===== config.mk =====
export PLATFORM = sky130hd
export DESIGN_NAME = awarp_item_q
export DESIGN_NICKNAME = d
export VERILOG_FILES = /design/src/hdl/awarp_pkg.sv /design/src/hdl/awarp_item_q.sv
export SDC_FILE = /design/constraint.sdc
export NUM_CORES = 1
export LEC_CHECK = 0
export BUFFER_PORTS_ARGS = -buffer_cell sky130_fd_sc_hd__buf_2
export CORE_UTILIZATION = 30
export CTS_BUF_LIST = sky130_fd_sc_hd__clkbuf_8 sky130_fd_sc_hd__clkbuf_16
export CTS_CLUSTER_DIAMETER = 60
export DETAILED_ROUTE_END_ITERATION = 10
export PLACE_DENSITY = 0.55
export SKIP_CTS_REPAIR_TIMING = 1
export SYNTH_ARGS = -nofsm -noshare
export SYNTH_HDL_FRONTEND = slang
export SYNTH_SLANG_ARGS = --single-unit

===== constraint.sdc =====
create_clock -name i_clk -period 6 [get_ports i_clk]
set_clock_uncertainty 0.15 [all_clocks]
set_input_delay 0.9 -clock i_clk [delete_from_list [all_inputs] [get_ports i_clk]]
set_output_delay 0.9 -clock i_clk [all_outputs]
set_load 0.05 [all_outputs]

===== src/hdl/awarp_pkg.sv =====
// ----------------------------------------------------------------------------
// awarp_pkg
// shared constants, codes and item types of the affine backward warp
// ----------------------------------------------------------------------------
package awarp_pkg;

    // image store geometry and fixed point format
    localparam int MAX_ROWS  = 256;
    localparam int MAX_COLS  = 256;
    localparam int FRAC_BITS = 16;

    // field widths
    localparam int PIX_W      = 8;
    localparam int POS_W      = 8;
    localparam int COEF_W     = 24;
    localparam int SHIFT_W    = 26;
    localparam int DIM_W      = 9;
    localparam int CFG_DATA_W = 26;
    localparam int CFG_IDX_W  = 3;

    // derived widths
    localparam int DEPTH  = MAX_ROWS * MAX_COLS;
    localparam int ROW_AW = $clog2(MAX_ROWS);
    localparam int COL_AW = $clog2(MAX_COLS);
    localparam int ADDR_W = $clog2(DEPTH);
    localparam int RDIM_W = $clog2(MAX_ROWS + 1);
    localparam int CDIM_W = $clog2(MAX_COLS + 1);
    localparam int PROD_W = POS_W + 1 + COEF_W;
    localparam int SUM_W  = PROD_W + 2;
    localparam int LIM_W  = ((RDIM_W > CDIM_W) ? RDIM_W : CDIM_W) + FRAC_BITS;
    localparam int CMP_W  = ((SUM_W > LIM_W) ? SUM_W : LIM_W) + 1;

    // queues and pipeline
    localparam int ITEM_Q_DEPTH = 4;
    localparam int OUT_Q_DEPTH  = 8;
    localparam int BACK_STAGES  = 4;

    typedef enum logic {
        OP_LOAD = 1'b0,
        OP_MAP  = 1'b1
    } t_op;

    typedef enum logic [CFG_IDX_W-1:0] {
        CFG_COEF_ROW_TO_Y = 3'd0,
        CFG_COEF_ROW_TO_X = 3'd1,
        CFG_COEF_COL_TO_Y = 3'd2,
        CFG_COEF_COL_TO_X = 3'd3,
        CFG_SHIFT_Y       = 3'd4,
        CFG_SHIFT_X       = 3'd5,
        CFG_IMAGE_ROWS    = 3'd6,
        CFG_IMAGE_COLS    = 3'd7
    } t_cfg_idx;

    typedef struct packed {
        logic signed [COEF_W-1:0]  coef_row_to_y;
        logic signed [COEF_W-1:0]  coef_row_to_x;
        logic signed [COEF_W-1:0]  coef_col_to_y;
        logic signed [COEF_W-1:0]  coef_col_to_x;
        logic signed [SHIFT_W-1:0] shift_y;
        logic signed [SHIFT_W-1:0] shift_x;
        logic [DIM_W-1:0]          image_rows;
        logic [DIM_W-1:0]          image_cols;
    } t_cfg;

    typedef struct packed {
        t_op              op;
        logic [POS_W-1:0] row_in;
        logic [POS_W-1:0] col_in;
        logic [PIX_W-1:0] pixel_in;
    } t_item;

    typedef struct packed {
        logic [PIX_W-1:0] pixel_out;
        logic             outside;
        logic [POS_W-1:0] dest_row;
        logic [POS_W-1:0] dest_col;
    } t_result;

endpackage


===== src/hdl/awarp_item_q.sv =====
// ----------------------------------------------------------------------------
// awarp_item_q
// short item queue between front and back
// ----------------------------------------------------------------------------
module awarp_item_q (
    input  logic                i_clk,
    input  logic                i_rst_n,
    input  logic                i_push,
    input  awarp_pkg::t_item    i_item,
    output logic                o_ready,
    output logic                o_valid,
    output awarp_pkg::t_item    o_item,
    input  logic                i_pop
);
    import awarp_pkg::*;

    localparam int PTR_W = $clog2(ITEM_Q_DEPTH);
    localparam int CNT_W = $clog2(ITEM_Q_DEPTH + 1);

    t_item            r_q [ITEM_Q_DEPTH];
    logic [PTR_W-1:0] r_wptr;
    logic [PTR_W-1:0] r_rptr;
    logic [CNT_W-1:0] r_cnt;
    logic [CNT_W-1:0] n_cnt;
    logic             do_push;
    logic             do_pop;

    assign o_ready = r_cnt != CNT_W'(ITEM_Q_DEPTH);
    assign o_valid = r_cnt != '0;
    assign o_item  = r_q[r_rptr];
    assign do_push = i_push && o_ready;
    assign do_pop  = i_pop && o_valid;

    always_comb begin
        case ({do_push, do_pop})
            2'b10:   n_cnt = r_cnt + 1'b1;
            2'b01:   n_cnt = r_cnt - 1'b1;
            default: n_cnt = r_cnt;
        endcase
    end

    always_ff @(posedge i_clk) begin
        if (!i_rst_n) begin
            r_wptr <= '0;
            r_rptr <= '0;
            r_cnt  <= '0;
        end else begin
            r_cnt <= n_cnt;
            if (do_push) begin
                r_wptr <= (r_wptr == PTR_W'(ITEM_Q_DEPTH - 1)) ? '0 : r_wptr + 1'b1;
            end
            if (do_pop) begin
                r_rptr <= (r_rptr == PTR_W'(ITEM_Q_DEPTH - 1)) ? '0 : r_rptr + 1'b1;
            end
        end
    end

    always_ff @(posedge i_clk) begin
        if (do_push) begin
            r_q[r_wptr] <= i_item;
        end
    end

endmodule


---- Word-level counts from Yosys, hierarchy flattened ----
Memories as Yosys holds them, arrays and structs flattened. A register that Yosys moved wholly into a read port is not among the register bits.
Cells that the tools add are included.
storage, ports and cells
  flip-flop bits (word level) ............. 7
  RAM bits ................................ 100
  input bits .............................. 29
  memories ................................ 1
operators by class
  $add $sub $neg .......................... 4
  eq/ne operators ......................... 5
  muxes and demuxes ....................... 7
  reduce and logical (&&, ||, !) cells .... 4
memories
  memory  depth  bits a word  read ports  clocked after memory_dff  write ports  line                source
  r_q     4      25           1           1                         1            awarp_item_q.sv:20  t_item r_q [ITEM_Q_DEPTH];
operators by type and width
  operator                                                             number
  2-bit two-way mux                                                    4
  2-bit == test (second input constant)                                3
  3-bit one-hot mux with 2 select lines                                1
  2-bit by 1-bit adder with 2-bit output (second input constant)       2
  3-bit by 1-bit adder with 3-bit output (second input constant)       1
  3-bit inequality test (second input constant)                        1
  3-bit nonzero test                                                   1
  3-bit by 1-bit subtractor with 3-bit output (second input constant)  1
  2-bit by 1-bit == test with 1-bit output (second input constant)     1
  1-bit logical AND                                                    2
  1-bit two-way mux                                                    2
  2-bit nonzero test                                                   1

---- Longest topological paths before layout ----
  depth after elaboration ................. 4
  mapped depth ............................ 10

---- Worst setup path after synthesis ----
No wires, ideal clock.
  path type ............................... reg2reg
  start point ............................. reg r_cnt[2]
  end point ............................... reg r_cnt[2]
  setup time .............................. 0.070 ns
  arrival ................................. 2.325 ns
  required time ........................... 5.780 ns
  path slack .............................. 3.455 ns
  cell stages (with the launch flop) ...... 11
  buffers on the path ..................... 1
  clock period less this slack ............ 2.545 ns
  path through ............................ dfxtp_1 > or3b_1 > buf_6 > and2_4 > inv_1 > ha_1 > inv_1 > fa_1 > xor2_1 > or3_2 > a21boi_1
on the way
  longest elaborated chain between the ends .. 4
ends and longest elaborated chain
  item                                                                                line                source
  start: declaration                                                                  awarp_item_q.sv:23  logic [CNT_W-1:0] r_cnt;
  start signal: assignment                                                            awarp_item_q.sv:48  r_cnt <= n_cnt;
  3-bit inequality test *                                                             awarp_item_q.sv:28  assign o_ready = r_cnt != CNT_W'(ITEM_Q_DEPTH);
  via o_ready                                                                         awarp_item_q.sv:10  output logic o_ready,
  1-bit logical AND *                                                                 awarp_item_q.sv:31  assign do_push = i_push && o_ready;
  2-bit by 1-bit == test with 1-bit output / 2-bit == test (equally long branches)    awarp_item_q.sv:35  case ({do_push, do_pop})
  3-bit one-hot mux with 2 select lines / 2-bit nonzero test (equally long branches)  --
Mark *: on every way through the listed nets, which the timed path passes. The rest lies on a longest branch.
A chain may end at the register's enable or synchronous reset.

==> flow_summary.html <==
<table>
<tr><th>Metric</th><th>Value</th></tr>
<tr><th colspan="2">Timing</th></tr>
<tr><td>Unrepaired setup endpoints after global routing</td><td>false</td></tr>
<tr><td>Period Utilization, post-route</td><td>0.5363</td></tr>
<tr><td>Final Hold Violating Endpoints</td><td>0</td></tr>
<tr><td>Worst relative slew slack</td><td>0.3704</td></tr>
<tr><td>Total count of max-transition violations in the final report</td><td>0</td></tr>
<tr><td>Setup TNS after final layout</td><td>0 ns</td></tr>
<tr><td>Maximum operating frequency</td><td>roughly 310 MHz</td></tr>
<tr><td>Slew of the pin with the lowest slew margin</td><td>roughly 0.94 ns</td></tr>
<tr><td>Number of setup violations in the final report</td><td>0</td></tr>
<tr><td>Min Tclk post-route</td><td>between 3 and 4 ns</td></tr>
<tr><th colspan="2">Routing</th></tr>
<tr><td>DRC</td><td>0</td></tr>
<tr><td>Final Routed Wirelength</td><td>a little over 7 mm</td></tr>
<tr><td>Via total after detailed routing</td><td>around 1,900</td></tr>
<tr><td>WL per Instance</td><td>around 17 um</td></tr>
<tr><td>DRC violation total after the first TritonRoute iteration</td><td>84</td></tr>
<tr><td>Via-per-instance ratio</td><td>4.498</td></tr>
<tr><td>Count of TritonRoute iterations in the first routing pass</td><td>4</td></tr>
<tr><td>Number of nets still failing antenna checks after routing</td><td>0</td></tr>
<tr><th colspan="2">Critical path</th></tr>
<tr><td>Critical path data required time</td><td>4.95 ns</td></tr>
<tr><td>WS Path Type</td><td>reg2out</td></tr>
<tr><td>Element type at the critical path end</td><td>primary output</td></tr>
<tr><td>Nature of the critical path startpoint</td><td>flop</td></tr>
<tr><td>Highest fanout seen on the critical path</td><td>25</td></tr>
<tr><td>Data arrival time of the critical path</td><td>~2.2 ns</td></tr>
<tr><th colspan="2">Finish</th></tr>
<tr><td>Final core utilization</td><td>0.3672</td></tr>
<tr><td>Fraction of layout cells with a size suffix above 1</td><td>0.4167</td></tr>
<tr><td>Number of filler instances in the final layout</td><td>about 1,300</td></tr>
<tr><td>Antenna Cells</td><td>0</td></tr>
<tr><td>Most common cell after layout, fill and taps aside</td><td>edfxtp_1</td></tr>
<tr><td>Syn-to-layout area delta</td><td>19.00%</td></tr>
<tr><td>Net count reported at finish</td><td>283</td></tr>
<tr><td>Sequential cell area in the final layout</td><td>between 3000 and 4000 um^2</td></tr>
<tr><td>Total area of multi-input combinational cells</td><td>approximately 850 um^2</td></tr>
<tr><td>Final cell count without fillers</td><td>428</td></tr>
<tr><td>Most frequent cells in the layout</td><td>edfxtp_1, buf_2, mux4_2, clkbuf_16, dfxtp_1</td></tr>
<tr><th colspan="2">Global route</th></tr>
<tr><td>Initial antenna violation count</td><td>0</td></tr>
<tr><td>Maximum number of pins on one net before global-route repair</td><td>26</td></tr>
<tr><td>Total global routing track utilization</td><td>0.1100</td></tr>
<tr><td>GR Overflow Total</td><td>0</td></tr>
<tr><td>Global-route wire length before repair</td><td>about 11 mm</td></tr>
<tr><td>Via count of the first global-routing pass</td><td>just over 2,000</td></tr>
<tr><th colspan="2">Synth</th></tr>
<tr><td>Share of synthesized area occupied by flip-flops and latches</td><td>0.7758</td></tr>
<tr><td>Average size of a mapped cell</td><td>21.94 um^2</td></tr>
<tr><td>Primary FF master, synth</td><td>edfxtp_1</td></tr>
<tr><td>Synthesized flop and latch total</td><td>109</td></tr>
<tr><td>Count of flip-flops with a built-in enable after synthesis</td><td>100</td></tr>
<tr><td>Syn nets</td><td>223</td></tr>
<tr><td>Post-synthesis instance area</td><td>a little over 4000 um^2</td></tr>
<tr><td>Async set or reset register ratio after synthesis</td><td>0</td></tr>
<tr><td>Number of instances in the synthesized netlist</td><td>187</td></tr>
<tr><td>Count of synthesis-stage warnings from yosys</td><td>0</td></tr>
<tr><td>Distinct cell type count after synthesis</td><td>28</td></tr>
<tr><th colspan="2">Die</th></tr>
<tr><td>Die width</td><td>118.9 um</td></tr>
<tr><td>Area enclosed by the die boundary</td><td>roughly 14,000 um^2</td></tr>
<tr><td>Vertical extent of the die</td><td>about 120 um</td></tr>
<tr><td>Total core area</td><td>13,300 um^2</td></tr>
<tr><td>Row cnt</td><td>42</td></tr>
<tr><td>Count of pins on the block boundary</td><td>56</td></tr>
<tr><td>Effective utilization at floorplan</td><td>0.3086</td></tr>
<tr><th colspan="2">CTS</th></tr>
<tr><td>Count of H-tree levels built during CTS</td><td>3</td></tr>
<tr><td>Clk Tree Root Cell</td><td>clkbuf_16</td></tr>
<tr><td>Maximum clock insertion buffer count</td><td>2</td></tr>
<tr><td>Clock tree from TritonCTS</td><td>yes</td></tr>
<tr><td>Clock sink count</td><td>~110</td></tr>
<tr><td>CTS buffer count</td><td>9</td></tr>
<tr><td>Clock insertion delay at the later pin of the skew report</td><td>about 0.34 ns</td></tr>
<tr><td>Clock Pin Slew Worst Setup and Hold Paths</td><td>around 0.070 ns</td></tr>
<tr><th colspan="2">Placement</th></tr>
<tr><td>Final HPWL DP</td><td>around 4.4 mm</td></tr>
<tr><td>Count of placed standard cells including taps</td><td>between 400 and 500</td></tr>
<tr><td>Number of port buffers</td><td>55</td></tr>
<tr><td>Gp weighted congestion</td><td>about 0.67</td></tr>
<tr><th colspan="2">Outcome</th></tr>
<tr><td>Result of the run</td><td>completed</td></tr>
<tr><th colspan="2">Pwr</th></tr>
<tr><td>Leakage component of the power</td><td>around 1.7 nW</td></tr>
<tr><td>Power density normalized to cell area</td><td>460.9 nW/um^2</td></tr>
<tr><td>Peak supply drop</td><td>between 0.00015 and 0.0002 V</td></tr>
<tr><th colspan="2">Min path</th></tr>
<tr><td>Hold Crit Class</td><td>reg2reg</td></tr>
<tr><th colspan="2">Job</th></tr>
<tr><td>Max-cap viol count</td><td>0</td></tr>
</table>
==> state kept, by name, summed over array words and instances (netlist names), named ones only <==
signal  cells
r_q       100
r_cnt       3
r_rptr      2
r_wptr      2
==> final timing paths <==
path	slack, ns	startpoint	depth (start not counted)	to
worst max-delay path	2.78	flop	2	o_item[10]
worst min-delay path	0.36	r_wptr[1]	2	r_wptr[1]
worst max register to register	3.35	r_cnt[1]	9	r_cnt[2]
worst min register to register	0.36	r_wptr[1]	2	r_wptr[1]
==> routing by layer <==
metal | share of wire | up-vias | global-route usage
met5 | 0 | - | 0
met4 | 0.015 | 0 | 0.04035
met3 | 0.049 | 9 | 0.03688
met2 | 0.48 | 50 | 0.1714
met1 | 0.46 | 995 | 0.1427
li1 | - | 871 | -
==> power breakdown <==
part	internal, mW	switching [mW]	total [mW]
Combinational	0.212	0.432	0.644
Sequential	0.919	0.0736	0.992
Clock	0.363	0.251	0.614
Total	1.49	0.756	2.25
==> worst max-delay path, stage by stage, from the launching register on <==
cell,delay [ns]
dfxtp_2,0.95
mux4_2,0.63
buf_2,0.23
==> cell type report <==
class,count,area share
Sequential cell,109,0.6522
Multi-Input combinational cell,63,0.1732
Timing Repair Buffer,57,0.05946
Clock buffer,9,0.04613
Tap cell,176,0.04511
Clock inverter,7,0.01845
Inverter,7,0.005382
==> logic make-up after synthesis <==
logic type / after synthesis / share of synthesized area
AND/OR/NAND/NOR: 21 / 0.02928
multiplexers: 26 / 0.1397
AO/OA/AOI/OAI: 7 / 0.009759
buffers and inverters: 15 / 0.01799
XOR/XNOR: 2 / 0.004270
adder cells (fa/ha/maj): 7 / 0.02318
flip-flops: 109 / 0.7758
==> per-stage QoR <==
step                cell area, um^2  hold slack [ns]  total power, mW  setup slack (ns)
detailed placement             4567           0.3521            1.670             3.049
global placement               4567           0.3471            1.663             3.045
CTS                            4882           0.3620            2.285             2.675
finish                         4882           0.3640            2.250             2.782
global route                   4882           0.3836            2.355             2.585
floorplan                      4103           0.3177            1.517             3.455
==> synthesized netlist by cell type (2+ instances only) <==
library cell | count | area (um^2)
buf_2 | 2 | 10.01
or3_2 | 2 | 15.01
mux4_2 | 25 | 563.0
o21ai_0 | 4 | 20.02
inv_1 | 7 | 26.28
dfxtp_1 | 9 | 180.2
and2_1 | 2 | 12.51
nand3_1 | 2 | 10.01
ha_1 | 6 | 75.07
nor2_1 | 2 | 7.510
and3_2 | 3 | 22.52
edfxtp_1 | 100 | 3003
clkbuf_1 | 2 | 7.510
nand2_1 | 6 | 22.52
buf_4 | 2 | 15.01
Note: power is estimated with default switching activity, not from simulation.
