**src/hdl/awarp_pkg.sv**
```systemverilog
// ----------------------------------------------------------------------------
// awarp_pkg
// shared constants, codes and item types of the affine backward warp
// ----------------------------------------------------------------------------
package awarp_pkg;

    // image store geometry and fixed point format
    localparam int MAX_ROWS  = 256;
    localparam int MAX_COLS  = 256;
    localparam int FRAC_BITS = 16;

    // field widths
    localparam int PIX_W      = 8;
    localparam int POS_W      = 8;
    localparam int COEF_W     = 24;
    localparam int SHIFT_W    = 26;
    localparam int DIM_W      = 9;
    localparam int CFG_DATA_W = 26;
    localparam int CFG_IDX_W  = 3;

    // derived widths
    localparam int DEPTH  = MAX_ROWS * MAX_COLS;
    localparam int ROW_AW = $clog2(MAX_ROWS);
    localparam int COL_AW = $clog2(MAX_COLS);
    localparam int ADDR_W = $clog2(DEPTH);
    localparam int RDIM_W = $clog2(MAX_ROWS + 1);
    localparam int CDIM_W = $clog2(MAX_COLS + 1);
    localparam int PROD_W = POS_W + 1 + COEF_W;
    localparam int SUM_W  = PROD_W + 2;
    localparam int LIM_W  = ((RDIM_W > CDIM_W) ? RDIM_W : CDIM_W) + FRAC_BITS;
    localparam int CMP_W  = ((SUM_W > LIM_W) ? SUM_W : LIM_W) + 1;

    // queues and pipeline
    localparam int ITEM_Q_DEPTH = 4;
    localparam int OUT_Q_DEPTH  = 8;
    localparam int BACK_STAGES  = 4;

    typedef enum logic {
        OP_LOAD = 1'b0,
        OP_MAP  = 1'b1
    } t_op;

    typedef enum logic [CFG_IDX_W-1:0] {
        CFG_COEF_ROW_TO_Y = 3'd0,
        CFG_COEF_ROW_TO_X = 3'd1,
        CFG_COEF_COL_TO_Y = 3'd2,
        CFG_COEF_COL_TO_X = 3'd3,
        CFG_SHIFT_Y       = 3'd4,
        CFG_SHIFT_X       = 3'd5,
        CFG_IMAGE_ROWS    = 3'd6,
        CFG_IMAGE_COLS    = 3'd7
    } t_cfg_idx;

    typedef struct packed {
        logic signed [COEF_W-1:0]  coef_row_to_y;
        logic signed [COEF_W-1:0]  coef_row_to_x;
        logic signed [COEF_W-1:0]  coef_col_to_y;
        logic signed [COEF_W-1:0]  coef_col_to_x;
        logic signed [SHIFT_W-1:0] shift_y;
        logic signed [SHIFT_W-1:0] shift_x;
        logic [DIM_W-1:0]          image_rows;
        logic [DIM_W-1:0]          image_cols;
    } t_cfg;

    typedef struct packed {
        t_op              op;
        logic [POS_W-1:0] row_in;
        logic [POS_W-1:0] col_in;
        logic [PIX_W-1:0] pixel_in;
    } t_item;

    typedef struct packed {
        logic [PIX_W-1:0] pixel_out;
        logic             outside;
        logic [POS_W-1:0] dest_row;
        logic [POS_W-1:0] dest_col;
    } t_result;

endpackage

```
**src/hdl/awarp_front.sv**
```systemverilog
// ----------------------------------------------------------------------------
// awarp_front
// input register; classifies items and drops loads outside the store
// ----------------------------------------------------------------------------
module awarp_front (
    input  logic                            i_clk,
    input  logic                            i_rst_n,
    input  logic                            push,
    output logic                            full,
    input  logic                            i_op,
    input  logic [awarp_pkg::POS_W-1:0]     i_row_in,
    input  logic [awarp_pkg::POS_W-1:0]     i_col_in,
    input  logic [awarp_pkg::PIX_W-1:0]     i_pixel_in,
    output logic                            o_item_valid,
    output awarp_pkg::t_item                o_item,
    input  logic                            i_item_ready
);
    import awarp_pkg::*;

    logic  r_valid;
    logic  n_valid;
    t_item r_item;
    logic  accept;
    logic  load_ok;
    logic  keep;

    assign full    = r_valid && !i_item_ready;
    assign accept  = push && !full;
    assign load_ok = (32'(i_row_in) < MAX_ROWS) && (32'(i_col_in) < MAX_COLS);
    assign keep    = (t_op'(i_op) == OP_MAP) || load_ok;

    always_comb begin
        n_valid = r_valid;
        if (r_valid && i_item_ready) begin
            n_valid = 1'b0;
        end
        if (accept) begin
            n_valid = keep;
        end
    end

    always_ff @(posedge i_clk) begin
        if (!i_rst_n) begin
            r_valid <= 1'b0;
        end else begin
            r_valid <= n_valid;
        end
    end

    always_ff @(posedge i_clk) begin
        if (accept) begin
            r_item.op       <= t_op'(i_op);
            r_item.row_in   <= i_row_in;
            r_item.col_in   <= i_col_in;
            r_item.pixel_in <= i_pixel_in;
        end
    end

    assign o_item_valid = r_valid;
    assign o_item       = r_item;

endmodule

```
**config.mk**
```make
export PLATFORM = sky130hd
export DESIGN_NAME = awarp_front
export DESIGN_NICKNAME = d
export VERILOG_FILES = /design/src/hdl/awarp_pkg.sv /design/src/hdl/awarp_front.sv
export SDC_FILE = /design/constraint.sdc
export NUM_CORES = 1
export LEC_CHECK = 0
export BUFFER_PORTS_ARGS = -buffer_cell sky130_fd_sc_hd__buf_2
export CAP_MARGIN = 25
export CORE_ASPECT_RATIO = 1.5
export CORE_MARGIN = 2
export CORE_UTILIZATION = 41
export DETAILED_ROUTE_END_ITERATION = 8
export HOLD_SLACK_MARGIN = 0.02
export PLACE_DENSITY = 0.81
export SKIP_CTS_REPAIR_TIMING = 1
export SYNTH_ARGS = -nofsm -noshare
export SYNTH_HDL_FRONTEND = slang
export SYNTH_SLANG_ARGS = --single-unit
```
**constraint.sdc**
```tcl
create_clock -name i_clk -period 3.7 [get_ports i_clk]
set_input_delay 0.37 -clock i_clk [delete_from_list [all_inputs] [get_ports i_clk]]
set_output_delay 0.37 -clock i_clk [all_outputs]
set_load 0.02 [all_outputs]
```
# Yosys cells after proc, flatten, opt, wreduce, memory -nomap -nowiden
# Cells that the tools add are included.
# word_totals
out_inout_bits,27
reg_bits,26
input_bits,29
# classes
reduce_logical,6
muxes,2
# ops
cell,count
logical AND 1 bit,3
zero test 1 bit,2
two-way mux 1 bit,2
nonzero test 2 bit,1

# Longest topological paths before layout
# Gate-level depths: netlist of the first run.
# logic_depth
word_depth,5
ltp_mapped,2

# Worst setup path before layout of the first run
# Ideal clock, no wire load.
# synth_timing
path_kind,register -> register
from,register r_valid (netlist: o_item_valid)
to,"register r_item, in the netlist o_item[0], enable pin"
slack_ps,1602
path_buffers,0
t_required_ps,3290
stages_incl_launch_ff,3
arrival_ps,1688
path_cell_list,dfxtp_1 > nor2b_4 > nor2b_1
# synth_via
elab_chain_len,3
# synth_lines
item,line_no,source
start: declaration,awarp_front.sv:20,logic r_valid;
start signal: assignment,awarp_front.sv:46,r_valid <= n_valid;
logical AND 1 bit,awarp_front.sv:27,assign full = r_valid && !i_item_ready;
via full,awarp_front.sv:9,"output logic full,"
zero test 1 bit,awarp_front.sv:28,assign accept = push && !full;
logical AND 1 bit,awarp_front.sv:28,
via accept,awarp_front.sv:23,logic accept;
end: declaration,awarp_front.sv:22,t_item r_item;
# The timed path passes the listed nets, and every way through them passes these cells.
# A chain may end at the register's enable or synchronous reset.

# Worst setup path after layout of the first run
# layout_timing
from,register r_valid (netlist: o_item_valid)
to,"register r_item, in the netlist o_item[2], enable pin"
# layout_via
elab_chain_len,3
# layout_lines
item,line_no
logical AND 1 bit,awarp_front.sv:27
zero test 1 bit,awarp_front.sv:28
logical AND 1 bit,awarp_front.sv:28
via accept,awarp_front.sv:23
# The timed path passes the listed nets, and every way through them passes these cells.

==> results.txt, run 1 <==
Starting Density - 43.61%
Yosys top cell area share - 94.04%
H-tree levels - 1
Post-synth cell types - 5
I/O Buffers - 55
Worst-Skew Late Latency - 0.30 ns
Period minus WS final - 1.373 ns
DRC viols - 0
Clock net sink count - 26
Worst hold slack - 0.2322 ns
Largest net degree at the start of global routing - 26
# diodes - 0
Final wirelength - 1.248 mm
Share of cells above drive strength 1 - 69.66%
Setup TNS - 0 ns
CP Launch Type - flip-flop
Hold WC Path Type - in2reg
Final net count - 119
Area of the mapped netlist - 798.3 um2
Clock Skew - 0.002721 ns
Global-route wire length before repair - 1.752 mm
Synth Instances - 29
Total CTS buffers - 3
Initial antenna violation count - 0
Yosys reg bits - 26
Hold Vio Cnt, Final - 0
Mapped Nets - 58
Site Rows - 19
Required time worst endpoint - 3.72 ns
Die Wd - 40.03 um
CTS tree - built
Final Util - 63.91%
Critical Path AT - 1.40 ns
Layout area overhead - 46.55%
Final Total Pwr - 0.5903 mW
Sequential area share after synthesis - 96.55%
Count of final setup violators - 0
Final period util - 37.11%
Grt ovf - 0
Crit Path Category - reg2reg
Leak Pwr - 0.5150 nW
Die height - 58.04 um
Post-DR wirelength/cell - 11.35 um
Root Buffer - clkbuf_4
F_max - 728.4 MHz
Pre-antenna DRT Iters - 2
Pwr/cell area - 504.6 nW/um2
Vias per cell - 4.418
Placed cells - 105
Fillers - 137
Worst Max-Slew Pin Slew - 0.4878 ns
I/O pin cnt - 56
Status - complete, no violations
Via count - 486
Antenna-violating nets left - 0
Crit Path Max Fanout - 16
RSZ-0062 raised after global routing - no
Via count of the first global-routing pass - 484
GPL Wtd Cong - 0.6628
Gr usage total - 11.26%
Layout Cells excl Fill - 110
Max-cap violations - 0
Clock Path Buffers - 2
Synth Area per Inst - 27.53 um2
CP endpoint kind - flip-flop
Synth area leaders - edfxtp_1, dfxtp_1, nor2b_4
Core Region - 1831 um2
Slew headroom - 67.33%
Worst VDD drop - 331.6 uV
Yosys top cell by area - edfxtp_1
Initial DRC count - 8
Pins Over Slew Limit - 0
Die area - 2323 um2
Ys Warns - 0
Worst-path clk slew - 0.12 ns
## cell usage in the layout (no fill, tap or decap)
cell,synthesis,final
edfxtp_1,25,25
o21a_1,1,1
nor2b_2,0,1
clkbuf_4,0,3
nor2b_4,1,1
bufinv_16,0,1
buf_2,0,55
buf_8,0,1
dfxtp_1,1,1
## where the power goes
group | total, mW | switching, mW | internal, mW
combinational | 0.0630 | 0.0381 | 0.0248
clock | 0.181 | 0.0720 | 0.109
sequential | 0.346 | 0.00358 | 0.342
total | 0.590 | 0.114 | 0.477
## path summary, 6_finish.rpt
path | from | endpoint | slack (ns) | cells past startpoint
min | i_row_in[0] | o_item[16]$_DFFE_PP_ | 0.23 | 1
max reg2reg | o_item_valid$_SDFFE_PN0P_ | o_item[2]$_DFFE_PP_ | 2.33 | 3
min reg2reg | o_item_valid$_SDFFE_PN0P_ | o_item_valid$_SDFFE_PN0P_ | 0.65 | 2
max | o_item_valid$_SDFFE_PN0P_ | o_item[2]$_DFFE_PP_ | 2.33 | 3
## worst max-delay path: stages (launching register included)
cell,delay (ns)
dfxtp_1,0.33
nor2b_4,0.13
nor2b_2,0.41
buf_8,0.23
## per-stage QoR
step / instance area, um2 / setup slack, ns
global route: 1170 / 2.207
detailed placement: 1102 / 1.895
global placement: 1102 / 1.977
finish: 1170 / 2.327
floorplan: 798.3 / 1.602
CTS: 1155 / 1.987
## synthesized netlist by cell type
cell / number
dfxtp_1: 1
nor2b_4: 1
o21a_1: 1
edfxtp_1: 25
nor2b_1: 1
## cell type report
| type | instances | area, um2 | area share (%) |
|---|---|---|---|
| Sequential cell | 26 | 770.7 | 65.88 |
| Timing Repair Buffer | 56 | 290.3 | 24.81 |
| Clock inverter | 1 | 30.03 | 2.567 |
| Clock buffer | 3 | 22.52 | 1.925 |
| Tap cell | 21 | 26.28 | 2.246 |
| Multi-Input combinational cell | 3 | 30.03 | 2.567 |
## state kept, by name, indices dropped and copies added, names as in the netlist
name,count
o_item,25
o_item_valid,1
## cells by family (layout without fill, tap and decap cells)
kind of cell	count (synthesis)	count (layout)	synth area share (%)
AO/OA/AOI/OAI	1	1	0.9408
buffers and inverters	0	60	0
flip-flops	26	26	96.55
AND/OR/NAND/NOR	2	2	2.508
## metal layers
layer	vias to the layer above	GRT usage [%]	wire, um
met2	42	21.43	673
met3	0	3.065	173
li1	235	-	-
met1	209	9.164	401
met4	0	5.911	0
met5	-	0	0
(Power assumes the default switching activity.)
==> inputs of run 2 (changes only) <==
- ABC_AREA: default -> 1
- CORE_UTILIZATION: 41 -> 39
- PLACE_DENSITY: 0.81 -> 0.78
- clock period: 3.7 -> 1.3 ns (I/O delays scaled with it)
==> results.txt, run 2 <==
Status - complete, no violations
Initial antenna violation count - 0 (unchanged)
GRT met3 Usage - 3.759% (+0.69 points)
Period minus WS final - 1.110 ns (-0.2633 ns)
Vias per cell - 4.352 (-1.5%)
Hold Vio Cnt, Final - 0 (unchanged)
Final period util - 85.36% (+48 points)
Psw - 0.3670 mW (+220%)
Power share of the combinational group - 16.1% (+5.4 points)
Clock net sink count - 26 (unchanged)
CP endpoint kind - flip-flop
Worst-path clk slew - 0.14 ns (+0.02 ns)
Sequential Power Share - 62.2% (+3.6 points)
FFs w/ async S/R, synth - 0% (unchanged)
Total CTS buffers - 3 (unchanged)
DRC viols - 0 (unchanged)
Die area - 2439 um2 (+5.0%)
Final wirelength - 1.984 mm (+59%)
Worst hold path depth - 4 (+3)
Synth area leaders - edfxtp_1, dfxtp_1, inv_1
Required time worst endpoint - 1.35 ns (-2.37 ns)
F_max - 901.2 MHz (+24%)
Setup TNS - 0 ns (unchanged)
Share of cells above drive strength 1 - 53.33% (-16 points)
Antenna-violating nets left - 0 (unchanged)
Pwr/cell area - 1111 nW/um2 (+120%)
Layout area overhead - 78.44%
Synth Instances - 33 (+14%)
Root Buffer - clkbuf_4
Max reg flops - 25 (unchanged)
Layout Cells excl Fill - 142 (+29%)
Global-route wire length before repair - 1.849 mm (+5.5%)
I/O Buffers - 55 (unchanged)
Grt ovf - 0 (unchanged)
Final instance area - 1429 um2 (+22%)
Pre-antenna DRT Iters - 4 (+2)
Yosys top cell area share - 93.75% (-0.29 points)
Critical Path, Cell by Cell - nand2_2 > inv_4 > nor2_4 > buf_4
Internal cell power - 1.221 mW (+160%)
Max-cap violations - 0 (unchanged)
Top FF cell, synth - edfxtp_1
Gr usage total - 12.06% (+0.80 points)
Slew headroom - 90.15% (+23 points)
Via count - 618 (+27%)
Largest net degree at the start of global routing - 15 (-42%)
Post-synth EDFFs - 25 (unchanged)
Sequential area share after synthesis - 96.25% (-0.30 points)
Worst VDD drop - 905.6 uV (+170%)
Die Wd - 41.00 um (+2.4%)
Slowest cell on the critical path - dfxtp_2
Yosys top cell by area - edfxtp_1
Most frequent cell after synthesis - edfxtp_1
Slowest stage delay, CP - 0.35 ns (-0.06 ns)
GPL Wtd Cong - 0.6189 (-6.6%)
Yosys reg bits - 26 (unchanged)
Placed cells - 112 (+6.7%)
Final net count - 150 (+26%)
Grt peak-use layer - met2
# diodes - 0 (unchanged)
Area of the mapped netlist - 800.8 um2 (+0.31%)
Worst Max-Slew Pin Slew - 0.1478 ns (-0.3400 ns)
I/O pin cnt - 56 (unchanged)
Initial DRC count - 10 (+2)
Mapped Nets - 62 (+6.9%)
H-tree levels - 1 (unchanged)
Reg-to-reg setup timing slack - 0.19 ns (-2.14 ns)
Count of final setup violators - 0 (unchanged)
Core Region - 1977 um2 (+8.0%)
Min-Delay Endpoint - o_item_valid$_SDFFE_PN0P_
Fillers - 126 (-8.0%)
Worst hold slack - 0.1180 ns (-0.1143 ns)
Synth Area per Inst - 24.27 um2 (-12%)
Starting Density - 40.51% (-3.1 points)
Most frequent cells after synthesis - edfxtp_1, inv_1
Clock Skew - 0.01748 ns (+0.01476 ns)
Critical Path AT - 1.16 ns (-0.24 ns)
Post-synth cell types - 7 (+2)
Ys Warns - 0 (unchanged)
Sw frac - 23.12% (+3.9 points)
Hold Crit Start - i_item_ready
FF-to-FF Start - o_item_valid$_SDFFE_PN0P_
Post-DR wirelength/cell - 13.97 um (+23%)
CP Launch Type - flip-flop
Die height - 59.50 um (+2.5%)
Leak Pwr - 0.6360 nW (+23%)
Hold WC Path Type - in2reg
RSZ-0062 raised after global routing - no
Reg-to-reg critical path endpoint - o_item[8]$_DFFE_PP_
GR met2 Demand/Resource - 20.98% (-0.45 points)
Via count of the first global-routing pass - 455 (-6.0%)
Worst Reg-to-Reg Cells - 4 (+1)
Grt met1 use - 11.20% (+2.0 points)
Clock Path Buffers - 2 (unchanged)
Site Rows - 20 (+1)
Worst-Skew Late Latency - 0.33 ns (+0.03 ns)
Placed Area - 1142 um2 (+3.6%)
Most frequent cells in the layout - buf_2, dlygate4sd3_1, edfxtp_1
Clock power frac - 21.7% (-9.0 points)
Crit Path Max Fanout - 11 (-5)
Pins Over Slew Limit - 0 (unchanged)
CTS tree - built
Most common cell after layout, fill and taps aside - buf_2
Crit Path Category - reg2reg
run 2: final cells by class:
class	instances	area, um2	share of cell area (%)
multi-input cells	3	22.52	1.576
clock buffers	4	26.28	1.839
repair buffers	83	563.0	39.40
well taps	22	27.53	1.926
inverters	4	17.52	1.226
flip-flops and latches	26	772.0	54.03
run 2: power by group through the flow:
stage	sequential, mW	clock (mW)	combinational (mW)
CTS	0.986	0.339	0.190
global placement	1.00	0	0.186
finish	0.987	0.345	0.256
detailed placement	1.00	0	0.190
floorplan	1.07	0	0.0252
global route	0.991	0.384	0.272
run 2: how the worst max path moves through the flow:
stage | cells past startpoint | from | slack [ns] | end
6_report | 4 | o_item_valid$_SDFFE_PN0P_ | 0.19 | o_item[8]$_DFFE_PP_
5_1_grt | 3 | o_item_valid$_SDFFE_PN0P_ | 0.14 | full
4_1_cts | 3 | o_item_valid$_SDFFE_PN0P_ | 0.21 | full
3_5_place_dp | 4 | o_item_valid$_SDFFE_PN0P_ | 0.24 | o_item[8]$_DFFE_PP_
3_3_place_gp | 4 | o_item_valid$_SDFFE_PN0P_ | 0.26 | o_item[8]$_DFFE_PP_
2_1_floorplan | 3 | o_item_valid$_SDFFE_PN0P_ | 0.008 | o_item[0]$_DFFE_PP_
run 2: per-layer routing:
metal / share of wire [%] / vias to the layer above
met5: 0 / -
met4: 2.4 / 0
met3: 7.5 / 6
met2: 61 / 31
met1: 29 / 286
li1: - / 295
run 2: stage by stage:
stage,setup slack (ns),total power [mW],util (%)
2_1_floorplan,0.008340,1.096,-
3_3_place_gp,0.2638,1.190,57.78
3_5_place_dp,0.2351,1.195,57.78
4_1_cts,0.2130,1.515,59.11
5_1_grt,0.1368,1.647,72.28
6_report,0.1904,1.588,72.28
run 2: cells by family (layout without fill, tap and decap cells):
group	Yosys count	after routing	synth area share [%]
AND/OR/NAND/NOR	2	2	1.250
AO/OA/AOI/OAI	1	1	0.6244
buffers and inverters	4	91	1.874
flip-flops	26	26	96.25
run 2: critical path: cells and delay by family (launching register included):
| family | cells | cell delay, ns |
|---|---|---|
| buffers and inverters | 2 | 0.27 |
| DFF | 1 | 0.35 |
| and+or+nand+nor | 2 | 0.23 |
