`src/hdl/awarp_pkg.sv`:
```
// ----------------------------------------------------------------------------
// awarp_pkg
// shared constants, codes and item types of the affine backward warp
// ----------------------------------------------------------------------------
package awarp_pkg;

    // image store geometry and fixed point format
    localparam int MAX_ROWS  = 256;
    localparam int MAX_COLS  = 256;
    localparam int FRAC_BITS = 16;

    // field widths
    localparam int PIX_W      = 8;
    localparam int POS_W      = 8;
    localparam int COEF_W     = 24;
    localparam int SHIFT_W    = 26;
    localparam int DIM_W      = 9;
    localparam int CFG_DATA_W = 26;
    localparam int CFG_IDX_W  = 3;

    // derived widths
    localparam int DEPTH  = MAX_ROWS * MAX_COLS;
    localparam int ROW_AW = $clog2(MAX_ROWS);
    localparam int COL_AW = $clog2(MAX_COLS);
    localparam int ADDR_W = $clog2(DEPTH);
    localparam int RDIM_W = $clog2(MAX_ROWS + 1);
    localparam int CDIM_W = $clog2(MAX_COLS + 1);
    localparam int PROD_W = POS_W + 1 + COEF_W;
    localparam int SUM_W  = PROD_W + 2;
    localparam int LIM_W  = ((RDIM_W > CDIM_W) ? RDIM_W : CDIM_W) + FRAC_BITS;
    localparam int CMP_W  = ((SUM_W > LIM_W) ? SUM_W : LIM_W) + 1;

    // queues and pipeline
    localparam int ITEM_Q_DEPTH = 4;
    localparam int OUT_Q_DEPTH  = 8;
    localparam int BACK_STAGES  = 4;

    typedef enum logic {
        OP_LOAD = 1'b0,
        OP_MAP  = 1'b1
    } t_op;

    typedef enum logic [CFG_IDX_W-1:0] {
        CFG_COEF_ROW_TO_Y = 3'd0,
        CFG_COEF_ROW_TO_X = 3'd1,
        CFG_COEF_COL_TO_Y = 3'd2,
        CFG_COEF_COL_TO_X = 3'd3,
        CFG_SHIFT_Y       = 3'd4,
        CFG_SHIFT_X       = 3'd5,
        CFG_IMAGE_ROWS    = 3'd6,
        CFG_IMAGE_COLS    = 3'd7
    } t_cfg_idx;

    typedef struct packed {
        logic signed [COEF_W-1:0]  coef_row_to_y;
        logic signed [COEF_W-1:0]  coef_row_to_x;
        logic signed [COEF_W-1:0]  coef_col_to_y;
        logic signed [COEF_W-1:0]  coef_col_to_x;
        logic signed [SHIFT_W-1:0] shift_y;
        logic signed [SHIFT_W-1:0] shift_x;
        logic [DIM_W-1:0]          image_rows;
        logic [DIM_W-1:0]          image_cols;
    } t_cfg;

    typedef struct packed {
        t_op              op;
        logic [POS_W-1:0] row_in;
        logic [POS_W-1:0] col_in;
        logic [PIX_W-1:0] pixel_in;
    } t_item;

    typedef struct packed {
        logic [PIX_W-1:0] pixel_out;
        logic             outside;
        logic [POS_W-1:0] dest_row;
        logic [POS_W-1:0] dest_col;
    } t_result;

endpackage

```
`src/hdl/awarp_cfg.sv`:
```
// ----------------------------------------------------------------------------
// awarp_cfg
// transform and image size registers behind a plain write port
// ----------------------------------------------------------------------------
module awarp_cfg (
    input  logic                                i_clk,
    input  logic                                i_rst_n,
    input  logic                                i_cfg_we,
    input  logic [awarp_pkg::CFG_IDX_W-1:0]     i_cfg_idx,
    input  logic [awarp_pkg::CFG_DATA_W-1:0]    i_cfg_data,
    output awarp_pkg::t_cfg                     o_cfg
);
    import awarp_pkg::*;

    t_cfg r_cfg;
    t_cfg n_cfg;

    always_comb begin
        n_cfg = r_cfg;
        if (i_cfg_we) begin
            unique case (t_cfg_idx'(i_cfg_idx))
                CFG_COEF_ROW_TO_Y: n_cfg.coef_row_to_y = i_cfg_data[COEF_W-1:0];
                CFG_COEF_ROW_TO_X: n_cfg.coef_row_to_x = i_cfg_data[COEF_W-1:0];
                CFG_COEF_COL_TO_Y: n_cfg.coef_col_to_y = i_cfg_data[COEF_W-1:0];
                CFG_COEF_COL_TO_X: n_cfg.coef_col_to_x = i_cfg_data[COEF_W-1:0];
                CFG_SHIFT_Y:       n_cfg.shift_y       = i_cfg_data[SHIFT_W-1:0];
                CFG_SHIFT_X:       n_cfg.shift_x       = i_cfg_data[SHIFT_W-1:0];
                CFG_IMAGE_ROWS:    n_cfg.image_rows    = i_cfg_data[DIM_W-1:0];
                CFG_IMAGE_COLS:    n_cfg.image_cols    = i_cfg_data[DIM_W-1:0];
                default:           n_cfg = r_cfg;
            endcase
        end
    end

    always_ff @(posedge i_clk) begin
        if (!i_rst_n) begin
            r_cfg.coef_row_to_y <= COEF_W'(1 << FRAC_BITS);
            r_cfg.coef_row_to_x <= '0;
            r_cfg.coef_col_to_y <= '0;
            r_cfg.coef_col_to_x <= COEF_W'(1 << FRAC_BITS);
            r_cfg.shift_y       <= '0;
            r_cfg.shift_x       <= '0;
            r_cfg.image_rows    <= DIM_W'(MAX_ROWS);
            r_cfg.image_cols    <= DIM_W'(MAX_COLS);
        end else begin
            r_cfg <= n_cfg;
        end
    end

    assign o_cfg = r_cfg;

endmodule

```
`config.mk`:
```
export PLATFORM = sky130hd
export DESIGN_NAME = awarp_cfg
export DESIGN_NICKNAME = d
export VERILOG_FILES = /design/src/hdl/awarp_pkg.sv /design/src/hdl/awarp_cfg.sv
export SDC_FILE = /design/constraint.sdc
export NUM_CORES = 1
export LEC_CHECK = 0
export ABC_AREA = 1
export BUFFER_PORTS_ARGS = -buffer_cell sky130_fd_sc_hd__buf_2
export CAP_MARGIN = 20
export CORE_ASPECT_RATIO = 0.9
export CORE_MARGIN = 4
export CORE_UTILIZATION = 46
export CTS_CLUSTER_SIZE = 25
export DETAILED_ROUTE_END_ITERATION = 10
export PLACE_DENSITY = 0.78
export SYNTH_ARGS = -nofsm -noshare
export SYNTH_HDL_FRONTEND = slang
export SYNTH_SLANG_ARGS = --single-unit
```
`constraint.sdc`:
```
create_clock -name i_clk -period 1 [get_ports i_clk]
set_clock_uncertainty 0.2 [all_clocks]
set_input_delay 0.1 -clock i_clk [delete_from_list [all_inputs] [get_ports i_clk]]
set_output_delay 0.1 -clock i_clk [all_outputs]
set_load 0.03 [all_outputs]
```
# After elaboration in Yosys (flattened, before gate mapping)
# Index checks and enable logic that the tools add are counted.
[word_totals]
ff_bits = 166
word_cells = 24
[classes]
eq_ne = 7
reduce_logical = 9
[ops]
columns = ["op", "count"]
rows = [
  ["2-bit AND reduction", 8],
  ["3-bit equality test, second input constant", 4],
  ["3-bit by 2-bit equality test with 1-bit output, second input constant", 2],
  ["3-bit by 1-bit equality test with 1-bit output, second input constant", 1],
  ["3-bit zero test", 1],
]

# Logic depth before layout (Yosys ltp)
# Gate-level depths: netlist (run 1).
[logic_depth]
ltp_word = 2
depth_mapped = 7

# Worst setup path after synthesis (run 1)
# Ideal clock, no wire load.
[synth_path]
path_kind = "input port to flip-flop"
start = "input i_cfg_idx[0] (netlist name)"
end = "register r_cfg, in the netlist o_cfg[50]"
arrival_ns = 0.757
t_required_ns = 0.687
path_slack_ns = -0.071
stages = 5
path_buffers = 1
path_cell_list = "nor2_1 > clkbuf_1 > nand3_1 > nand2_1 > nor2_1"
[synth_between]
elab_chain_len = 2
[synth_rtl]
columns = ["item", "line_no", "rtl"]
rows = [
  ["from (decl)", "awarp_cfg.sv:9", "input logic [awarp_pkg::CFG_IDX_W-1:0] i_cfg_idx,"],
  ["3-bit equality test", "awarp_cfg.sv:21", "unique case (t_cfg_idx'(i_cfg_idx))"],
  ["2-bit AND reduction (no source line)", "n/a", ""],
  ["to (signal assigned)", "awarp_cfg.sv:46", "r_cfg <= n_cfg;"],
  ["to (decl)", "awarp_cfg.sv:15", "t_cfg r_cfg;"],
]
# No other way between the ends.
# A chain may end at the register's enable or synchronous reset.

# Worst setup path in the final report (run 1)
[layout_path]
start = "register r_cfg, in the netlist o_cfg[133]"
end = "output o_cfg[133] (netlist name)"
[layout_lines]
columns = ["item", "line_no", "rtl"]
rows = [
  ["to (decl)", "awarp_cfg.sv:11", "output awarp_pkg::t_cfg o_cfg"],
]
# No word-level cell between the ends.

==> results of run 1 <==
## per-stage QoR
stage,utilization,setup WS (ns),total power [mW]
finish,0.735,-0.225,16.5
global placement,0.591,-0.230,9.28
floorplan,-,-0.0182,8.45
detailed placement,0.591,-0.293,9.31
CTS,0.729,-0.239,16.4
global route,0.735,-0.261,17.0
## power groups by stage
stage          clock network [mW]  logic (mW)  registers, mW
3_3_place_gp                    0        2.17           7.11
6_report                     6.82        2.56           7.08
2_1_floorplan                   0       0.892           7.56
3_5_place_dp                    0        2.19           7.12
4_1_cts                      6.86        2.49           7.07
5_1_grt                      7.21        2.73           7.10
## repair_timing
action / 4_1_cts / 5_1_grt
setup buffers: 3 / 10
setup endpoints to repair: 166 / 170
resized for setup: 499 / 6
hold buffers: 4 / 1
endpoints found under the hold margin: 164 / 95
pin swaps: 0 / 2
## worst reg2reg max path, cell delays in order, from the launching register on
cell     delay (ns)
dfxtp_2        0.32
buf_4          0.13
buf_6          0.11
nor2_4         0.08
nor2_2         0.05
## path summary, 6_finish.rpt
| path | start | end | slack (ns) | cells past startpoint |
|---|---|---|---|---|
| setup reg to reg | o_cfg[73] | o_cfg[73] | 0 | 4 |
| hold / removal | i_cfg_idx[2] | o_cfg[85] | -0.08 | 5 |
| hold reg to reg | o_cfg[102] | o_cfg[102] | 0.29 | 2 |
| setup / recovery | o_cfg[133] | o_cfg[133] | -0.23 | 1 |
## per-layer routing
layer / track usage / up-vias
li1: - / 3359
met1: 0.341 / 3316
met2: 0.475 / 326
met3: 0.104 / 72
met4: 0.116 / 0
met5: 0 / -
## cell usage after synthesis
master	count
nor2_1	327
nand2_1	180
dfxtp_1	166
nand3_1	158
buf_2	34
inv_1	28
buf_1	15
buf_4	9
nor2_4	7
inv_2	4
clkbuf_1	3
o21ai_0	3
nand2_2	2
nor2_2	2
buf_6	1
## area by class of cell
cell class / instances / area share
Antenna cell: 1 / 0.000243
Tap cell: 193 / 0.0234
Clock inverter: 7 / 0.0114
Sequential cell: 166 / 0.343
Clock buffer: 25 / 0.0481
Timing Repair Buffer: 259 / 0.285
Inverter: 32 / 0.0117
Multi-Input combinational cell: 679 / 0.277
## layout by cell type (no fill, tap or decap), drive strengths merged
cell / netlist / final
nor2: 336 / 336
buf: 59 / 255
nand2: 182 / 182
dfxtp: 166 / 166
nand3: 158 / 158
inv: 32 / 32
clkbuf: 3 / 25
dlygate4sd3: 0 / 4
o21ai: 3 / 3
clkinvlp: 0 / 3
bufinv: 0 / 3
diode: 0 / 1
clkinv: 0 / 1
## cell families (layout without fill, tap and decap cells)
| logic type | count (synthesis) | after routing | synth area share |
|---|---|---|---|
| AOI/OAI and AO/OA | 3 | 3 | 0.00228 |
| and+or+nand+nor | 676 | 676 | 0.426 |
| other | 0 | 1 | 0 |
| DFF | 166 | 166 | 0.506 |
| buffers and inverters | 94 | 323 | 0.0664 |
==> key figures, run 1 <==
Run status
  – Status: complete, but fails checks
  – Failing checks: hold timing, setup timing

Detailed routing
  – WL met1: 8920 µm
  – Routed vias: 7073
  – Wire per inst: 17.4 µm
  – Routed wl met2: 11600 µm
  – Met3 WL: 2510 µm
  – Residual DRC: 0
  – Drt pass-1 iters: 5
  – Vias per cell: 5.19
  – Uppermost routed layer: met4
  – Aggregate routed wire length: 23700 µm
  – Antenna Nets Post-Route: 0
  – Initial DRC count: 766

Floorplanning
  – Ports placed on the boundary: 198
  – Die Y-Extent: 121 µm
  – Die width: 134 µm
  – Die area: 16300 µm²
  – Core ar.: 14000 µm²
  – Rows: 41
  – Initial core utilization: 0.469

Setup path
  – Critical Path Sink Type: output pin
  – CP max stage delay: 0.36 ns
  – Critical path class: flop to output pin
  – CP Launch Type: flop
  – CP Buf/Inv Count: 1
  – Worst Path Required: 0.70 ns
  – CP max FO: 2
  – Crit-path slowest cell: dfxtp_2
  – Worst path top cell family by delay: flip-flops
  – Critical-path cell list: buf_6
  – Arr. time, crit path: 0.93 ns

Timing
  – Hold_ws: -0.0814 ns
  – Tcrit/Tclk final: 1.23
  – Slew HR: 0.759
  – RSZ-0062 raised after global routing: yes
  – Count of final setup violators: 171
  – Setup TNS: -32.46 ns
  – Slew Viols, Final: 0
  – F_max: 816 MHz
  – Minimum clock period: 1.23 ns
  – Actual slew at the worst max-slew pin: 0.360 ns
  – Setup WS post-layout: -0.225 ns
  – Final Hold Viols: 136

Power
  – Power per cell area: 1600 nW/µm²
  – Combinational power share: 0.156
  – Clock power frac: 0.414
  – Worst ir drop on vdd: 1100 µV
  – Switch share: 0.264
  – Flop pwr share: 0.430
  – Sw power: 4.34 mW
  – Leak: 4.63 nW
  – Internal: 12.1 mW

Synthesis
  – Yosys warning count: 0
  – Cell count after synthesis: 939
  – Top cells by area, synth: dfxtp_1 (51%), nor2_1 (19%), nand3_1 (12%), nand2_1 (10%), buf_2 (2.6%)
  – Seq/Total Area, Yosys: 0.506
  – Synthesized cell area: 6570 µm²
  – Synth area leader: dfxtp_1
  – Yosys reg bits: 166
  – Post-synth top area share: 0.506
  – Syn_nets: 971
  – Syn_area_per_cell: 7.00 µm²
  – Cell variety after synth: 15

Placement
  – Placed insts: 1312
  – Port Buf Inserts: 197
  – DP Area: 8280 µm²
  – DP Wirelength: 14000 µm
  – Routability Congestion: 0.815

CTS
  – Sink Count: 166
  – Clock latency on the worst-skew pair: 0.42 ns
  – Worst-path clk slew: 0.06 ns
  – CTS Buf Count: 17
  – CTS tree: yes
  – CTS root buf: clkbuf_16
  – Clock buffer depth: 2
  – Htree depth: 4

GRT
  – Pin count of the biggest net entering global routing: 61
  – GRT Util Overall: 0.288
  – Antenna violations before repair: 0
  – First-pass GRT wire length: 36200 µm
  – Vias in the first global route: 6894
  – Overflow after GRT: 0

Worst hold path
  – Hold Path Class: input port to flop

Flow run
  – Max-cap violations: 0

Layout
  – Layout area overhead: 56.7%
  – # nets final: 1187
  – Multi-input logic area: 2860 µm²
  – Filler instances: 987
  – Max reg flops: 166
  – Final Cell Area: 10300 µm²
  – Register area: 3540 µm²
  – Share of layout cells above drive strength 1: 0.405
  – Non-Filler Instances: 1362
No activity file was read; power rests on OpenSTA's default activity.
==> run 2: changes to the inputs <==
- ABC_AREA: 1 -> default
- CORE_UTILIZATION: 46 -> 45
==> key figures, run 2 <==
Run status
  – Status: complete, but fails checks
  – Failing checks: hold timing, setup timing

Synthesis
  – Synthesized cell area: 6030 µm²
  – Post-synth top cells: nand2_1 (188), dfxtp_1 (166), mux2i_1 (166)
  – Post-synth top area share: 0.551
  – Top cells by area, synth: dfxtp_1 (55%), mux2i_1 (28%), nand2_1 (12%), clkbuf_1 (1.6%), buf_2 (0.83%)
  – Cell variety after synth: 14
  – Yosys reg bits: 166
  – Primary FF master, synth: dfxtp_1
  – Cell count after synthesis: 576
  – Count leader, synth: nand2_1
  – Syn_nets: 608
  – Yosys warning count: 0
  – Syn_area_per_cell: 10.5 µm²
  – FFs w/ async S/R, synth: 0
  – Synth area leader: dfxtp_1
  – Seq/Total Area, Yosys: 0.551
  – Post-synth EDFFs: 0

Worst hold path
  – HP Start: i_cfg_data[2]
  – Hold worst-path end: o_cfg[46]
  – Hold depth: 3
  – Hold Path Class: input port to flop

Timing
  – Final Hold Viols: 15
  – RSZ-0062 raised after global routing: yes
  – Hold_ws: -0.0434 ns
  – Setup WS post-layout: -0.217 ns
  – Slew Viols, Final: 0
  – Tcrit/Tclk final: 1.22
  – Minimum clock period: 1.22 ns
  – Slew HR: 0.732
  – Actual slew at the worst max-slew pin: 0.401 ns
  – F_max: 822 MHz
  – Count of final setup violators: 195

GRT
  – First-pass GRT wire length: 30600 µm
  – Pin count of the biggest net entering global routing: 43
  – Antenna violations before repair: 0
  – Vias in the first global route: 5844
  – GRT Util Overall: 0.255
  – Overflow after GRT: 0

CTS
  – Post-CTS Hold Fix Bufs: 19
  – Htree depth: 4
  – CTS tree: yes
  – CTS root buf: clkbuf_16
  – Clock latency on the worst-skew pair: 0.41 ns
  – Sink Count: 166
  – CTS Buf Count: 17
  – Clock buffer depth: 2
  – Worst-path clk slew: 0.07 ns

Layout
  – Multi-input logic area: 2570 µm²
  – Share of layout cells above drive strength 1: 0.593
  – # nets final: 903
  – Filler instances: 696
  – Commonest non-fill, non-tap cells in the layout: buf_6 (184), dfxtp_2 (166), nand2_1 (165)
  – Commonest non-fill, non-tap cell in the layout: buf_6
  – Layout area overhead: 68.4%
  – Final Cell Area: 10200 µm²
  – Register area: 3530 µm²
  – Max reg flops: 166
  – Ant diodes: 0

Detailed routing
  – Routed vias: 5334
  – Antenna Nets Post-Route: 0
  – Aggregate routed wire length: 20900 µm
  – Residual DRC: 0
  – Initial DRC count: 244
  – Drt pass-1 iters: 4
  – Vias per cell: 5.09
  – Wire per inst: 19.9 µm

Setup path
  – Critical Path Sink Type: output pin
  – Crit-path slowest cell: dfxtp_2
  – Worst reg2reg startpoint: o_cfg[90]
  – CP Buf/Inv Count: 1
  – Arr. time, crit path: 0.92 ns
  – R2r setup slk: -0.03 ns
  – CP max FO: 2
  – R2r worst-path depth: 4
  – Critical path class: flop to output pin
  – RR Endpoint: o_cfg[90]
  – Worst Path Required: 0.70 ns
  – CP Launch Type: flop
  – Worst path top cell family by delay: flip-flops
  – CP max stage delay: 0.36 ns
  – Critical-path cell list: buf_6

Power
  – Worst ir drop on vdd: 1160 µV
  – Leak: 5.18 nW
  – Power per cell area: 1470 nW/µm²
  – Total power: 15.0 mW

Placement
  – DP Area: 7430 µm²
  – Port Buf Inserts: 197
  – Routability Congestion: 0.826
  – Post-Place Worst Slack: -0.438 ns
  – DP Wirelength: 11400 µm

Floorplanning
  – Core ar.: 12900 µm²
  – Initial core utilization: 0.468
  – Die Y-Extent: 118 µm
  – Rows: 39
  – Die width: 130 µm
  – Die area: 15300 µm²
  – Ports placed on the boundary: 198

Flow run
  – Max-cap violations: 0
==> run 2: changes by cell type after synthesis, sizes merged, moves of 22 or more <==
cell and delta:
buf -42, nor2 -336, nand3 -158, mux2i +166, inv -32, clkbuf +22
==> run 2: how the worst max path moves through the flow <==
stage	from	to	slack (ns)	depth (start not counted)
floorplan	i_cfg_idx[0]	o_cfg[142]	-0.34	4
global placement	i_cfg_idx[0]	o_cfg[149]	-0.42	4
detailed placement	i_cfg_idx[0]	o_cfg[161]	-0.44	4
CTS	o_cfg[75]	o_cfg[75]	-0.22	1
global route	o_cfg[156]	o_cfg[156]	-0.25	1
finish	o_cfg[156]	o_cfg[156]	-0.22	1
==> run 2: power breakdown <==
part,switching (mW),internal (mW),total (mW)
logic,0.882,0.745,1.63
clock network,2.58,3.86,6.44
registers,0.120,6.79,6.91
==> run 2: timing repair <==
action	4_1_cts	5_1_grt
buffers inserted	27	37
resized for setup	498	47
gates cloned	0	5
setup endpoints to repair	166	241
pin swaps	0	1
hold endpoints to repair	158	14
==> run 2: cell families after synthesis <==
group	synth area share
buffers and inverters	0.0373
flip-flops	0.551
multiplexers	0.276
AND/OR/NAND/NOR	0.136
==> run 2: final cells by class <==
cell class                      count  area share
Sequential cell                   166       0.348
Timing Repair Buffer              318       0.322
Multi-Input combinational cell    368       0.253
Clock buffer                       23      0.0471
Tap cell                          164      0.0202
Clock inverter                      9     0.00986
==> run 2: routing by layer <==
metal / wire length, µm / vias to the layer above / track usage
met3: 1420 / 39 / 0.0921
met2: 10900 / 207 / 0.446
met4: 442 / 0 / 0.0896
li1: - / 2496 / -
met1: 8130 / 2592 / 0.282
met5: 0 / - / 0
==> run 2: worst reg2reg max path, delay by kind of cell (launching register included) <==
kind / cells / cell delay [ns]
multiplexers: 1 / 0.16
AND/OR/NAND/NOR: 1 / 0.04
buffers and inverters: 2 / 0.18
flip-flops: 1 / 0.36
==> run 2: stage by stage <==
| stage | hold WS (ns) | std cells | TNS, ns | util |
|---|---|---|---|---|
| 3_3_place_gp | 0.175 | 932 | -52.19 | 0.577 |
| 6_report | -0.0434 | 1048 | -31.73 | 0.788 |
| 3_5_place_dp | 0.192 | 932 | -56.75 | 0.577 |
| 4_1_cts | -0.0534 | 1010 | -33.24 | 0.749 |
| 2_1_floorplan | 0.0610 | 576 | -9.61 | - |
| 5_1_grt | -0.00738 | 1048 | -37.98 | 0.788 |
==> run 3: changes to the inputs <==
- CORE_UTILIZATION: 45 -> 50
- PLACE_DENSITY: 0.78 -> 0.82
- clock period: 1 -> 1.3 ns (I/O delays scaled with it)
==> key figures, run 3 (synthesis results as in run 2) <==
Detailed routing
  – WL met1: 7220 µm
  – Wire per inst: 19.7 µm
  – Vias per cell: 5.33
  – Aggregate routed wire length: 19300 µm
  – Residual DRC: 0
  – Antenna Nets Post-Route: 0
  – Met3 WL: 1310 µm
  – Routed vias: 5202
  – Initial DRC count: 383
  – Routed wl met2: 9980 µm
  – Drt pass-1 iters: 5
  – Uppermost routed layer: met4

Layout
  – Max reg flops: 166
  – Commonest non-fill, non-tap cells in the layout: nand2_1 (188), mux2i_1 (166), dfxtp_1 (119)
  – Commonest non-fill, non-tap cell in the layout: nand2_1
  – Share of layout cells above drive strength 1: 0.370
  – Non-Filler Instances: 976
  – Filler instances: 694
  – # nets final: 842
  – Util after Layout: 0.772
  – Layout area overhead: 48.8%
  – Ant diodes: 0

GRT
  – Antenna violations before repair: 0
  – Overflow after GRT: 0
  – Vias in the first global route: 5510
  – Pin count of the biggest net entering global routing: 37
  – First-pass GRT wire length: 28600 µm
  – GRT Util Overall: 0.265

Timing
  – F_max: 766 MHz
  – Minimum clock period: 1.31 ns
  – Slew HR: 0.746
  – Hold_ws: -0.00191 ns
  – Final Hold Viols: 3
  – Count of final setup violators: 1
  – Setup WS post-layout: -0.00578 ns
  – Tcrit/Tclk final: 1.00
  – Setup TNS: -0.00578 ns
  – Slew Viols, Final: 0
  – Actual slew at the worst max-slew pin: 0.379 ns

Setup path
  – Critical path class: flop to output pin
  – Worst path top cell family by delay: flip-flops
  – CP Launch Type: flop
  – Worst Path Required: 0.97 ns
  – Arr. time, crit path: 0.98 ns
  – R2r setup slk: 0.37 ns
  – Crit-path slowest cell: dfxtp_1
  – CP max stage delay: 0.34 ns
  – CP Buf/Inv Count: 1
  – Critical Path Sink Type: output pin
  – Critical-path cell list: buf_2
  – CP max FO: 2

Flow run
  – Max-cap violations: 0

Floorplanning
  – Core ar.: 11600 µm²
  – Die area: 13900 µm²
  – Initial core utilization: 0.519
  – Die width: 124 µm
  – Ports placed on the boundary: 198
  – Rows: 37
  – Die Y-Extent: 112 µm

Power
  – Worst ir drop on vdd: 786 µV
  – Power per cell area: 1270 nW/µm²
  – Clock power frac: 0.440
  – Flop pwr share: 0.464
  – Switch share: 0.228
  – Leak: 4.66 nW
  – Combinational power share: 0.097
  – Total power: 11.4 mW
  – Sw power: 2.61 mW
  – Internal: 8.81 mW

CTS
  – CTS tree: yes
  – CTS Buf Count: 17
  – Sink Count: 166
  – Clock latency on the worst-skew pair: 0.42 ns
  – Worst-path clk slew: 0.06 ns
  – Clock buffer depth: 2
  – CTS root buf: clkbuf_16
  – Htree depth: 4

Placement
  – DP Wirelength: 11800 µm
  – Placed insts: 918
  – Routability Congestion: 0.808
  – Port Buf Inserts: 197

Worst hold path
  – Hold Path Class: input port to flop

Run status
  – Status: complete, but fails checks
  – Failing checks: hold timing, setup timing
run 3: layer usage:
| metal | track usage | vias to the layer above |
|---|---|---|
| li1 | - | 2373 |
| met1 | 0.290 | 2547 |
| met2 | 0.453 | 228 |
| met3 | 0.0836 | 54 |
| met4 | 0.139 | 0 |
| met5 | 0 | - |
run 3: final timing paths:
path	startpoint	end	cells past startpoint
setup / recovery	o_cfg[110]	o_cfg[110]	1
hold / removal	i_rst_n	o_cfg[133]	4
setup reg to reg	o_cfg[116]	o_cfg[116]	2
hold reg to reg	o_cfg[133]	o_cfg[133]	2
run 3: stage by stage:
step | setup WS [ns] | instance area (µm²)
final | -0.00578 | 8980
after global routing | -0.0365 | 8980
after CTS | 0.0000687 | 8470
after detailed placement | -0.171 | 7360
after global placement | -0.145 | 7360
after floorplan | -0.0667 | 6030
run 3: power by group through the flow:
stage          clock, mW  combinational [mW]  sequential, mW
6_report            5.02                1.10            5.29
5_1_grt             5.30                1.17            5.30
4_1_cts             5.04                1.03            5.27
3_5_place_dp           0               0.916            5.37
3_3_place_gp           0               0.892            5.37
2_1_floorplan          0               0.346            5.59
run 3: what timing repair did:
action / CTS / global route
setup endpoints to repair: 88 / 146
buffers inserted: 0 / 0
gates resized for setup: 93 / 262
hold buffers: 29 / 1
endpoints found under the hold margin: 112 / 1
run 3: worst min-delay path, stage by stage:
cell	delay, ns
buf_6	0.14
buf_12	0.17
nand2_1	0.07
mux2i_1	0.05
run 3: layout make-up:
class | instances | area (µm²) | share of cell area
Tap cell | 156 | 195 | 0.0217
Timing Repair Buffer | 257 | 2320 | 0.259
Sequential cell | 166 | 3380 | 0.377
Clock inverter | 4 | 95.1 | 0.0106
Multi-Input combinational cell | 368 | 2500 | 0.278
Clock buffer | 25 | 485 | 0.0541
